[src/design/crod_pkg.sv]
// shared types and constants of the clipped rectangle outline drawer
`default_nettype none

package crod_pkg;

  localparam int COORD_W = 12;
  localparam int COLOR_W = 16;
  localparam int ADDR_W  = 17;
  localparam int COL_W   = 9;
  localparam int ROW_W   = 8;

  typedef enum logic [1:0] {
    PH_IDLE = 2'd0,
    PH_HORZ = 2'd1,
    PH_VERT = 2'd2
  } phase_t;

  typedef enum logic {
    FUNC_START = 1'b0,
    FUNC_STEP  = 1'b1
  } func_t;

  typedef struct packed {
    logic                       func;
    logic signed [COORD_W-1:0]  rect_left;
    logic signed [COORD_W-1:0]  rect_top;
    logic signed [COORD_W-1:0]  rect_width;
    logic signed [COORD_W-1:0]  rect_height;
    logic        [COLOR_W-1:0]  pixel_color;
  } item_t;

  typedef struct packed {
    logic               write_valid;
    logic [ADDR_W-1:0]  pixel_address;
    logic [COLOR_W-1:0] write_color;
    logic               done_res;
  } result_t;

endpackage

`default_nettype wire

[src/design/crod_core.sv]
// outline walker: rectangle setup, clipping, edge state and pixel address
`default_nettype none

module crod_core import crod_pkg::*; #(
  parameter int SCREEN_W = 320,
  parameter int SCREEN_H = 240
) (
  input  wire logic    clk,
  input  wire logic    rst,
  input  wire logic    fire,
  input  wire item_t   item,
  output result_t      result
);

  localparam logic signed [13:0] SW_S   = 14'(SCREEN_W);
  localparam logic signed [13:0] SH_S   = 14'(SCREEN_H);
  localparam logic [ADDR_W-1:0]  SW_MUL = ADDR_W'(SCREEN_W);

  phase_t             phase, phase_next;
  logic               alt, alt_next;
  logic [COL_W-1:0]   col_counter, col_counter_next;
  logic [COL_W-1:0]   col_limit, col_limit_next;
  logic [ROW_W-1:0]   row_counter, row_counter_next;
  logic [ROW_W-1:0]   row_limit, row_limit_next;
  logic [ROW_W-1:0]   top_row, top_row_next, bot_row, bot_row_next;
  logic [COL_W-1:0]   left_col, left_col_next, right_col, right_col_next;
  logic [3:0]         edge_en, edge_en_next;
  logic [COLOR_W-1:0] held_color, held_color_next;

  logic signed [13:0] left_s, top_s, right_s, bottom_s;
  logic signed [13:0] c0, c1, r0, r1;
  logic [3:0]         start_en;
  logic               h_first, v_first, h_second, v_second;
  logic               h_last, v_last;
  logic [ROW_W-1:0]   h_row;
  logic [COL_W-1:0]   v_col;

  // setup arithmetic for a start word
  always_comb begin
    left_s   = 14'(item.rect_left);
    top_s    = 14'(item.rect_top);
    right_s  = left_s + 14'(item.rect_width);
    bottom_s = top_s + 14'(item.rect_height);
    c0 = (left_s < 0) ? 14'sd0 : left_s;
    c1 = (right_s > SW_S) ? SW_S : right_s;
    r0 = (top_s < 0) ? 14'sd0 : top_s;
    r1 = (bottom_s > SH_S) ? SH_S : bottom_s;
    start_en[0] = (c0 < c1) && (top_s >= 0) && (top_s < SH_S);
    start_en[1] = (c0 < c1) && (bottom_s >= 0) && (bottom_s < SH_S);
    start_en[2] = (r0 < r1) && (left_s >= 0) && (left_s < SW_S);
    start_en[3] = (r0 < r1) && (right_s >= 0) && (right_s < SW_S);
  end

  // edge selection while stepping
  always_comb begin
    h_first  = !alt && edge_en[0];
    h_row    = h_first ? top_row : bot_row;
    h_second = h_first && edge_en[1];
    h_last   = !h_second && (col_counter >= col_limit);
    v_first  = !alt && edge_en[2];
    v_col    = v_first ? left_col : right_col;
    v_second = v_first && edge_en[3];
    v_last   = !v_second && (row_counter >= row_limit);
  end

  // next phase
  always_comb begin
    phase_next = phase;
    if (item.func == FUNC_START) begin
      if (start_en[1:0] != 2'b00) begin
        phase_next = PH_HORZ;
      end else if (start_en[3:2] != 2'b00) begin
        phase_next = PH_VERT;
      end else begin
        phase_next = PH_IDLE;
      end
    end else begin
      case (phase)
        PH_HORZ: begin
          if (h_last) begin
            phase_next = (edge_en[3:2] != 2'b00) ? PH_VERT : PH_IDLE;
          end
        end
        PH_VERT: begin
          if (v_last) begin
            phase_next = PH_IDLE;
          end
        end
        default: phase_next = phase;
      endcase
    end
  end

  // datapath updates and result word
  always_comb begin
    alt_next         = alt;
    col_counter_next = col_counter;
    col_limit_next   = col_limit;
    row_counter_next = row_counter;
    row_limit_next   = row_limit;
    top_row_next     = top_row;
    bot_row_next     = bot_row;
    left_col_next    = left_col;
    right_col_next   = right_col;
    edge_en_next     = edge_en;
    held_color_next  = held_color;
    result.write_valid   = 1'b0;
    result.pixel_address = '0;
    result.write_color   = '0;
    if (item.func == FUNC_START) begin
      alt_next         = 1'b0;
      col_counter_next = c0[COL_W-1:0];
      col_limit_next   = COL_W'(c1 - 14'sd1);
      row_counter_next = r0[ROW_W-1:0];
      row_limit_next   = ROW_W'(r1 - 14'sd1);
      top_row_next     = top_s[ROW_W-1:0];
      bot_row_next     = bottom_s[ROW_W-1:0];
      left_col_next    = left_s[COL_W-1:0];
      right_col_next   = right_s[COL_W-1:0];
      edge_en_next     = start_en;
      held_color_next  = item.pixel_color;
    end else begin
      case (phase)
        PH_HORZ: begin
          result.write_valid   = 1'b1;
          result.pixel_address = ADDR_W'(ADDR_W'(h_row) * SW_MUL)
                               + ADDR_W'(col_counter);
          result.write_color   = held_color;
          alt_next = h_second;
          if (!h_second && !h_last) begin
            col_counter_next = col_counter + COL_W'(1);
          end
        end
        PH_VERT: begin
          result.write_valid   = 1'b1;
          result.pixel_address = ADDR_W'(ADDR_W'(row_counter) * SW_MUL)
                               + ADDR_W'(v_col);
          result.write_color   = held_color;
          alt_next = v_second;
          if (!v_second && !v_last) begin
            row_counter_next = row_counter + ROW_W'(1);
          end
        end
        default: alt_next = alt;
      endcase
    end
    result.done_res = (phase_next != PH_HORZ) && (phase_next != PH_VERT);
  end

  always_ff @(posedge clk) begin
    if (rst) begin
      phase <= PH_IDLE;
      alt   <= 1'b0;
    end else if (fire) begin
      phase <= phase_next;
      alt   <= alt_next;
    end
  end

  always_ff @(posedge clk) begin
    if (fire) begin
      col_counter <= col_counter_next;
      col_limit   <= col_limit_next;
      row_counter <= row_counter_next;
      row_limit   <= row_limit_next;
      top_row     <= top_row_next;
      bot_row     <= bot_row_next;
      left_col    <= left_col_next;
      right_col   <= right_col_next;
      edge_en     <= edge_en_next;
      held_color  <= held_color_next;
    end
  end

endmodule

`default_nettype wire

[src/design/clipped_rect_outline_drawer.sv]
// top level of the clipped rectangle outline drawer
// A start word (func 0) loads a rectangle (signed left, top, width, height)
// and a color; each following step word (func 1) returns one framebuffer
// write of its outline until done, address row * SCREEN_W + column.
// Horizontal edges come first (top then bottom per column), then vertical
// edges (left then right per row), each edge clipped to the screen. Every
// input word gives exactly one result word; done_res marks the last pixel
// or a rectangle with nothing visible. The block takes one word per cycle
// while out_stall is low; a word passes one input register, then setup/step
// logic and the pixel address multiply-add in front of the result register.
`default_nettype none

module clipped_rect_outline_drawer import crod_pkg::*; #(
  parameter int SCREEN_W = 320,
  parameter int SCREEN_H = 240
) (
  input  wire logic                      clk,
  input  wire logic                      rst,
  // input channel
  input  wire logic                      in_valid,
  output      logic                      in_stall,
  input  wire logic                      func,
  input  wire logic signed [COORD_W-1:0] rect_left,
  input  wire logic signed [COORD_W-1:0] rect_top,
  input  wire logic signed [COORD_W-1:0] rect_width,
  input  wire logic signed [COORD_W-1:0] rect_height,
  input  wire logic        [COLOR_W-1:0] pixel_color,
  // result channel
  output      logic                      out_valid,
  input  wire logic                      out_stall,
  output      logic                      write_valid,
  output      logic        [ADDR_W-1:0]  pixel_address,
  output      logic        [COLOR_W-1:0] write_color,
  output      logic                      done_res
);

  // input register
  logic    s1_valid;
  item_t   s1_item;
  // result register
  logic    o_valid;
  result_t o_res;

  logic    advance;
  logic    in_take;
  result_t core_res;

  // the staged word moves on when the result register is free or drains now
  assign advance  = s1_valid && (!o_valid || !out_stall);
  assign in_stall = s1_valid && !advance;
  assign in_take  = in_valid && !in_stall;

  always_ff @(posedge clk) begin
    if (rst) begin
      s1_valid <= 1'b0;
    end else begin
      s1_valid <= in_take || (s1_valid && !advance);
    end
  end

  always_ff @(posedge clk) begin
    if (in_take) begin
      s1_item.func        <= func;
      s1_item.rect_left   <= rect_left;
      s1_item.rect_top    <= rect_top;
      s1_item.rect_width  <= rect_width;
      s1_item.rect_height <= rect_height;
      s1_item.pixel_color <= pixel_color;
    end
  end

  // rectangle state and per-word pixel generation
  crod_core #(
    .SCREEN_W (SCREEN_W),
    .SCREEN_H (SCREEN_H)
  ) u_core (
    .clk    (clk),
    .rst    (rst),
    .fire   (advance),
    .item   (s1_item),
    .result (core_res)
  );

  always_ff @(posedge clk) begin
    if (rst) begin
      o_valid <= 1'b0;
    end else if (advance) begin
      o_valid <= 1'b1;
    end else if (!out_stall) begin
      o_valid <= 1'b0;
    end
  end

  always_ff @(posedge clk) begin
    if (advance) begin
      o_res <= core_res;
    end
  end

  assign out_valid     = o_valid;
  assign write_valid   = o_res.write_valid;
  assign pixel_address = o_res.pixel_address;
  assign write_color   = o_res.write_color;
  assign done_res      = o_res.done_res;

endmodule

`default_nettype wire

[config.mk]
export PLATFORM = sky130hd
export DESIGN_NAME = clipped_rect_outline_drawer
export DESIGN_NICKNAME = d
export VERILOG_FILES = /design/src/design/crod_pkg.sv /design/src/design/crod_core.sv /design/src/design/clipped_rect_outline_drawer.sv
export SDC_FILE = /design/constraint.sdc
export NUM_CORES = 1
export LEC_CHECK = 0
export ABC_AREA = 0
export BUFFER_PORTS_ARGS = -buffer_cell sky130_fd_sc_hd__buf_2
export CORE_ASPECT_RATIO = 0.9
export CORE_MARGIN = 3
export CORE_UTILIZATION = 54
export CTS_CLUSTER_SIZE = 20
export DETAILED_ROUTE_END_ITERATION = 16
export PLACE_DENSITY = 0.77
export SLEW_MARGIN = 10
export SYNTH_ARGS = -nofsm -noshare
export SYNTH_HDL_FRONTEND = slang
export SYNTH_SLANG_ARGS = --single-unit
[constraint.sdc]
create_clock -name clk -period 5.2 [get_ports clk]
set_clock_uncertainty 0.1 [all_clocks]
set_input_delay 0.78 -clock clk [delete_from_list [all_inputs] [get_ports clk]]
set_output_delay 0.78 -clock clk [all_outputs]
set_load 0.05 [all_outputs]
* Word level (Yosys, flattened, before mapping)
Index checks and enable logic that the tools add are counted.
Cells by class: add/subtract/negate cells 8, multipliers 2, divide/modulo/power cells 0, magnitude comparators 16, equality and inequality tests 10, shift-type cells 0, mux-type cells 24, bitwise logic cells 1, reduce and logical (&&, ||, !) cells 38
Operator list (number):
- case mux 34 bit (2 select lines) | 1
- two-way mux 14 bit | 4
- two-way mux 9 bit | 4
- adder 17 x 9 -> 17 bit | 2
- two-way mux 8 bit | 4
- less-than comparator 14 bit | 2
- adder 12 x 12 -> 13 bit | 2
- greater-or-equal comparator 13 x 1 -> 1 bit, second input constant | 2
- greater-or-equal comparator 12 x 1 -> 1 bit, second input constant | 2
- less-than comparator 12 x 1 -> 1 bit, second input constant | 2
- multiplier 8 x 3 -> 11 bit, second input constant | 2
- logical AND 1 bit | 20
- greater-than comparator 13 x 10 -> 1 bit, second input constant | 1
- greater-than comparator 13 x 9 -> 1 bit, second input constant | 1
- less-than comparator 13 x 10 -> 1 bit, second input constant | 1
- less-than comparator 13 x 9 -> 1 bit, second input constant | 1
- less-than comparator 12 x 10 -> 1 bit, second input constant | 1
- less-than comparator 12 x 9 -> 1 bit, second input constant | 1
- two-way mux 2 bit | 6
- inequality test 2 x 1 -> 1 bit, second input constant | 6
- adder 9 x 1 -> 9 bit, second input constant | 1
- greater-or-equal comparator 9 bit | 1
- zero test 1 bit | 9
- subtractor 9 x 2 -> 9 bit, second input constant | 1
- 15 further kinds | 22
Word-level totals: register bits after elaboration 193, latch bits 0, RAM bits 0, ROM bits 0, input port bits 69, word-level logic and storage cells 123, memories 0

* Longest topological paths before layout
Gate-level depths: netlist of run 1.
depth after elaboration 12, depth in mapped cells 22, depth with buffers taken out 22

* Cells and area by module
Synthesis of run 1 repeated with hierarchy kept, for this count alone.
Second synthesis, totals: cell total of the unflattened synthesis 893, area, all modules 10687.8 um2
By module, submodules not included:
- crod_core | instances 1, cells an instance 783, area an instance 7598.5 um2
- clipped_rect_outline_drawer | instances 1, cells an instance 110, area an instance 3089.2 um2

* Least setup slack after synthesis of run 1
OpenSTA, ideal clock, no wires.
path kind register to register, start register s1_item[61] (netlist name), end register o_res, in the netlist done_res, data pin, setup time 271 ps, arrival 5185 ps, required time 4829 ps, setup slack -356 ps, stages on the path, launching flop included 20, buffers on the path 2, clock period less this slack 5556 ps, path through edfxtp_1 ha_1 buf_4 and3_4 a221o_4 mux2i_1 or4_1 a2111o_1 or2_1 ha_1 clkbuf_1 or2_2 ha_1 a21o_1 a21o_1 a21oi_1 o21ai_0 or4b_1 a21oi_1 o31ai_1
RTL lines:
- start, declared | line clipped_rect_outline_drawer.sv:39 | item_t s1_item;
- end signal, assigned | line clipped_rect_outline_drawer.sv:96 | o_res <= core_res;
- end, declared | line clipped_rect_outline_drawer.sv:42 | result_t o_res;

==> results.txt, run 1 <==
status -> finished clean
Crit Path Class -> reg2reg
design area -> 12,600 um2
Layout Nets -> 1,250
Die H -> 141 um
stages on the worst setup path -> 17
Worst EP arrival -> 5.13 ns
Die X -> 156 um
worst r2r path cells -> 17
prevailing post-synth register cell -> edfxtp_1
Syn Inst Count -> 937
diode count -> 0
crit-path cells -> ha_1, buf_4, a221o_4, mux2i_1, or4_4, a2111o_1, or2_4, ha_4, or2_4, ha_4, a21o_1, a21o_1, a21oi_2, o21ai_1, or4b_4, a21oi_4, o31ai_1
CTS tree -> yes
max-slew violations -> 0
DRT iter0 DRCs -> 619
cts hold-fix bufs -> 0
Synth cell types -> 74
Slew HR -> 30.9%
number of I/O port buffers -> 105
slack of the critical path -> 0.120 ns
row count -> 48
H-Tree Level Count -> 4
hold path cells -> 0
ys async rst share -> 0%
final setup fails -> 0
Multi-input gate area -> 5010 um2
sequential fraction of the synthesis area -> 52.8%
cell family with most CP delay -> compound AO/OA/AOI/OAI gates
hold_ws -> 0.318 ns
Layout fillers -> 1,469
CP bufs+invs -> 1
first-pass GRT wire length -> 36.6 mm
Core Region -> 19,500 um2
dominant cell type by area after synthesis -> edfxtp_1
Tmin final -> 5.08 ns
Final period util -> 97.7%
worst reg2reg startpoint -> s1_item[61]
syn_nets -> 1,111
Post-Syn Area per Cell -> 11.6 um2
hold path start -> s1_item[14]
Hold Crit Class -> reg2reg
global placer's final weighted congestion -> 0.923
fin util -> 65.0%
CTS Root Cell -> clkbuf_16
VDD IR-drop max -> 0.000212 V
#FFs+latches synth -> 193
Layout area overhead -> 16.2%
pin count of the biggest net entering global routing -> 51
DRT Pass-1 Iters -> 5
CP max stage delay -> 0.58 ns
maxcap violations -> 0
Antenna Nets Post-Route -> 0
GRT Resource Usage Total -> 21.1%
initial antenna violation count -> 0
vias -> 7,556
post-DR wirelength/cell -> 17.1 um
number of flops mapped to enable cells by yosys -> 188
clk_lat worst skew -> 0.44 ns
vias per cell -> 5.64
Slowest-stage cell, CP -> or4b_4
initial core utilization -> 55.9%
vias in the first global route -> 7,211
Remaining DRCs -> 0
Num CTS Buffers -> 17
share of the synthesized area in the top cell type -> 51.9%
Static Leak -> 0.00510 uW
DP HPWL -> 17.2 mm
most instantiated cells after synthesis -> edfxtp_1, ha_1, nor2_1, nand2_1
R2R setup slack -> 0.12 ns
worst hold endpoint -> u_core.held_color[14]
die area -> 21,900 um2
crit-path max FO -> 8
Clk pin slew, worst setup/hold paths -> 0.08 ns
CTS max path bufs -> 2
CP required -> 5.25 ns
final wirelength -> 22.9 mm
Max Freq -> 0.197 GHz
Sequential Area -> 5750 um2
endpoints failing hold -> 0
share of layout cells above drive strength 1 -> 20.6%
count leader, synth -> edfxtp_1
TritonCTS Sinks -> 193
grt ovf -> 0
dpl ws -> -0.0773 ns
worst r2r dst -> done_res
Synth warnings -> 0
dpl cell area -> 11,900 um2
IO Pins -> 106
cell area after synthesis -> 10,900 um2
Worst Setup End Kind -> flop
total power -> 3950 uW
Synth area leaders -> edfxtp_1, ha_1, xnor2_1, nor2_1, a21oi_1
Worst setup SP type -> flop
Slew @ Worst Pin -> 1.03 ns
Power Density -> 312 nW/um2
[metal layers]
| metal | up-vias | share of wire [%] | track usage (%) |
|---|---|---|---|
| met3 | 35 | 5.4 | 3.99 |
| met5 | - | 0 | 0 |
| met2 | 237 | 47 | 33.6 |
| met1 | 3555 | 45 | 29.6 |
| li1 | 3729 | - | - |
| met4 | 0 | 2.1 | 6.54 |
[worst max path at each step]
stage                      from  endpoint  slack (ns)
floorplan           s1_item[61]  done_res        0.03
global placement    s1_item[40]  done_res        0.12
detailed placement  s1_item[40]  done_res       -0.08
CTS                 s1_item[40]  done_res       0.003
global route        s1_item[17]  done_res       -0.09
finish              s1_item[61]  done_res        0.12
[metrics by stage]
stage          setup TNS, ns  cells
6_report                   0   1339
5_1_grt               -0.129   1339
4_1_cts                    0   1329
3_5_place_dp         -0.0773   1297
3_3_place_gp               0   1297
2_1_floorplan              0    937
[state kept, by name, indices dropped and copies added, names as in the netlist, 9 cells and up]
name	flops
u_core.left_col	9
s1_item	65
u_core.right_col	9
u_core.held_color	16
write_color	16
pixel_address	17
u_core.col_counter	9
u_core.col_limit	9
[cells by family (layout without fill, tap and decap cells)]
kind of cell | Yosys count | after routing | synth area share, %
AND/OR/NAND/NOR | 299 | 299 | 13.7
flip-flops | 193 | 193 | 52.8
AO/OA/AOI/OAI | 184 | 184 | 11.6
multiplexers | 16 | 16 | 1.60
adder cells (fa/ha/maj) | 105 | 105 | 12.5
buffers and inverters | 77 | 229 | 2.70
XOR/XNOR | 63 | 63 | 5.07
[report_power, final]
group | switching [uW] | leakage, uW | total, uW | internal [uW]
logic | 492 | 0.00299 | 848 | 356
clock network | 628 | 0.000275 | 1260 | 636
registers | 34.7 | 0.00183 | 1840 | 1800
[layout make-up]
| type | instances | share of cell area (%) |
|---|---|---|
| tap | 250 | 2.47 |
| sequential | 193 | 45.4 |
| timing repair buffer | 142 | 6.38 |
| multi-input combinational | 667 | 39.6 |
| clock buffer | 17 | 3.36 |
| inverter | 55 | 1.63 |
| clock inverter | 15 | 1.13 |
[timing repair]
item	CTS	global route
buffers inserted	0	10
gates resized for setup	3	20
setup endpoints to repair	2	6
pin swaps	0	12
[layout by cell type, fill, tap and decap left out, drive strengths merged, types with 6 or more instances in the layout]
cell type / Yosys / routed
nor4: 7 / 7
xnor2: 41 / 41
xor2: 22 / 22
a21o: 22 / 22
o21ai: 27 / 27
a211oi: 9 / 9
nand3: 18 / 18
mux2: 11 / 11
a21oi: 54 / 54
clkbuf: 17 / 17
o21a: 9 / 9
and3: 9 / 9
clkinv: 1 / 6
and2: 20 / 20
edfxtp: 188 / 188
a22oi: 16 / 16
nor3: 16 / 16
o211ai: 6 / 6
nand4: 11 / 11
inv: 54 / 62
buf: 5 / 142
nand2b: 20 / 20
fa: 6 / 6
nand2: 65 / 65
or3: 7 / 7
nor2: 80 / 80
nor2b: 31 / 31
ha: 99 / 99
Note: power is estimated with default switching activity, not from simulation.
==> run 2, diff against run 1 <==
--- a/config.mk
+++ b/config.mk
@@ -9,11 +9,12 @@
 export BUFFER_PORTS_ARGS = -buffer_cell sky130_fd_sc_hd__buf_2
 export CORE_ASPECT_RATIO = 0.9
 export CORE_MARGIN = 3
-export CORE_UTILIZATION = 54
+export CORE_UTILIZATION = 56
+export CTS_BUF_LIST = sky130_fd_sc_hd__clkbuf_4 sky130_fd_sc_hd__clkbuf_8
 export CTS_CLUSTER_SIZE = 20
 export DETAILED_ROUTE_END_ITERATION = 16
-export PLACE_DENSITY = 0.77
-export SLEW_MARGIN = 10
+export HOLD_SLACK_MARGIN = 0.05
+export PLACE_DENSITY = 0.79
 export SYNTH_ARGS = -nofsm -noshare
 export SYNTH_HDL_FRONTEND = slang
 export SYNTH_SLANG_ARGS = --single-unit
==> results.txt, run 2 (synthesis gave the netlist of run 1 again) <==
first-pass GRT wire length -> 36.0 mm (-1.7%)
Layout area overhead -> 14.5%
TritonCTS Sinks -> 193 (unchanged)
endpoints failing hold -> 0 (unchanged)
vias -> 7,553 (-0.040%)
share of layout cells above drive strength 1 -> 20.1% (-0.42 points)
Core Region -> 18,700 um2 (-3.9%)
Multi-input gate area -> 4980 um2 (-0.50%)
Layout fillers -> 1,379 (-6.1%)
Max Freq -> 0.197 GHz (about the same)
total power -> 3680 uW (-6.8%)
CTS Root Cell -> clkbuf_8
most common cell after layout, fill and taps aside -> edfxtp_1
Num CTS Buffers -> 17 (unchanged)
final setup fails -> 0 (unchanged)
max-slew violations -> 0 (unchanged)
DRT iter0 DRCs -> 705 (+14%)
cts hold-fix bufs -> 0 (unchanged)
cell family with most CP delay -> compound AO/OA/AOI/OAI gates
Hold Crit Class -> reg2reg
Antenna Nets Post-Route -> 0 (unchanged)
GRT Resource Usage Total -> 21.0% (-0.099 points)
Crit Path Class -> reg2reg
crit-path cells -> ha_1, a21o_1, a221o_4, mux2i_1, or4_4, a2111o_1, or2_4, ha_4, or2_4, ha_4, a21o_1, a21o_1, a21oi_2, o21ai_1, or4b_4, a21oi_4, o31ai_1
initial core utilization -> 58.2% (+2.3 points)
post-DR wirelength/cell -> 16.6 um (-3.2%)
die area -> 21,100 um2 (-3.4%)
Post-Layout Cell Count -> 1,332 (-0.52%)
Top reg by flops -> s1_item
dpl cells -> 1,293 (-0.31%)
initial antenna violation count -> 0 (unchanged)
max reg flops -> 65 (unchanged)
design area -> 12,500 um2 (-1.5%)
clk_lat worst skew -> 0.48 ns (+0.04 ns)
CP max stage delay -> 0.58 ns (about the same)
CP required -> 5.32 ns (+0.07 ns)
Clk pin slew, worst setup/hold paths -> 0.11 ns (+0.03 ns)
Worst EP arrival -> 5.20 ns (+0.07 ns)
row count -> 47 (-2.1%)
global placer's final weighted congestion -> 0.906 (-1.8%)
pin count of the biggest net entering global routing -> 46 (-9.8%)
CP bufs+invs -> 0 (-1)
Static Leak -> 0.00502 uW (-1.5%)
H-Tree Level Count -> 4 (unchanged)
Worst Setup End Kind -> flop
vias per cell -> 5.67 (+0.49%)
Clk pwr share -> 27.4% (-4.6 points)
DRT Pass-1 Iters -> 5 (unchanged)
grt ovf -> 0 (unchanged)
Final period util -> 97.6% (about the same)
VDD IR-drop max -> 0.000183 V (-13%)
Die H -> 138 um (-1.7%)
sw frac -> 30.3% (+1.0 points)
status -> finished clean
Worst setup SP type -> flop
CTS tree -> yes
Slew @ Worst Pin -> 1.19 ns (+0.154 ns)
Die X -> 153 um (-1.7%)
Power Density -> 295 nW/um2 (-5.4%)
most frequent cells in the layout -> edfxtp_1, buf_2, ha_1
number of I/O port buffers -> 105 (unchanged)
maxcap violations -> 0 (unchanged)
final wirelength -> 22.1 mm (-3.7%)
IO Pins -> 106 (unchanged)
Most common cell on crit path -> a21o_1
crit-path max FO -> 4 (-4)
hold_ws -> 0.328 ns (+0.0105 ns)
vias in the first global route -> 7,233 (+0.31%)
Seq pwr share -> 49.9% (+3.4 points)
Sequential Area -> 5750 um2 (unchanged)
Slowest-stage cell, CP -> or4b_4
Tmin final -> 5.07 ns (-0.00472 ns)
diode count -> 0 (unchanged)
design internal power -> 2570 uW (-8.1%)
Slew HR -> 20.6% (-10 points)
combinational share of power -> 22.7% (+1.2 points)
CTS max path bufs -> 2 (unchanged)
Layout Nets -> 1,248 (-0.16%)
sum of negative setup slack -> 0 ns (unchanged)
dpl cell area -> 11,900 um2 (about the same)
Remaining DRCs -> 0 (unchanged)
DP HPWL -> 16.8 mm (-2.0%)
net switching power figure -> 1110 uW (-3.5%)
## run 2: changes by cell type in the layout (fill, tap and decap cells not counted), sizes merged
cell,delta
clkinv,-2
bufinv,+1
clkinvlp,-1
buf,-2
inv,+2
## run 2: per-layer routing
| layer | routed length [um] | up-vias | share of wire (%) | GRT usage [%] |
|---|---|---|---|---|
| met2 | 10400 | 241 | 47 | 33.5 |
| met5 | 0 | - | 0 | 0 |
| met1 | 10100 | 3547 | 46 | 29.7 |
| met4 | 332 | 0 | 1.5 | 4.92 |
| met3 | 1350 | 35 | 6.1 | 4.97 |
| li1 | - | 3730 | - | - |
## run 2: power groups by stage
| stage | sequential, uW | clock [uW] | combinational (uW) |
|---|---|---|---|
| 2_1_floorplan | 1890 | 0 | 564 |
| 3_3_place_gp | 1870 | 0 | 774 |
| 3_5_place_dp | 1870 | 0 | 792 |
| 4_1_cts | 1830 | 1030 | 800 |
| 5_1_grt | 1840 | 1100 | 929 |
| 6_report | 1830 | 1010 | 835 |
## run 2: final timing paths
check / endpoint / slack, ns / start / cells after the start
setup / recovery: done_res / 0.13 / s1_item[58] / 17
setup reg to reg: done_res / 0.13 / s1_item[58] / 17
hold / removal: u_core.held_color[7] / 0.33 / s1_item[7] / 0
hold reg to reg: u_core.held_color[7] / 0.33 / s1_item[7] / 0
## run 2: area by class of cell
class                   instances  share of cell area (%)
clock inverters                15                    1.52
well taps                     245                    2.46
repair buffers                140                    6.36
flip-flops and latches        193                    46.1
clock buffers                  17                    1.88
multi-input cells             667                    40.0
inverters                      55                    1.66
## run 2: worst register-to-register path, stage by stage (launching register included)
cell and delay (ns):
edfxtp_1 0.41, ha_1 0.32, a21o_1 0.20, a221o_4 0.46
mux2i_1 0.13, or4_4 0.43, a2111o_1 0.37, or2_4 0.25
ha_4 0.24, or2_4 0.25, ha_4 0.24, a21o_1 0.17
a21o_1 0.18, a21oi_2 0.17, o21ai_1 0.08, or4b_4 0.58
a21oi_4 0.17, o31ai_1 0.08
## run 2: what timing repair did
action,in CTS,in global routing
pin swaps,0,12
setup buffers,0,7
gates resized for setup,1,20
setup endpoints to repair,3,6
## run 2: stage by stage
stage          util, %  setup slack [ns]
5_1_grt           66.6           -0.0682
3_5_place_dp      63.6           -0.0365
3_3_place_gp      63.6             0.115
2_1_floorplan        -            0.0307
4_1_cts           65.8            0.0179
6_report          66.6             0.125
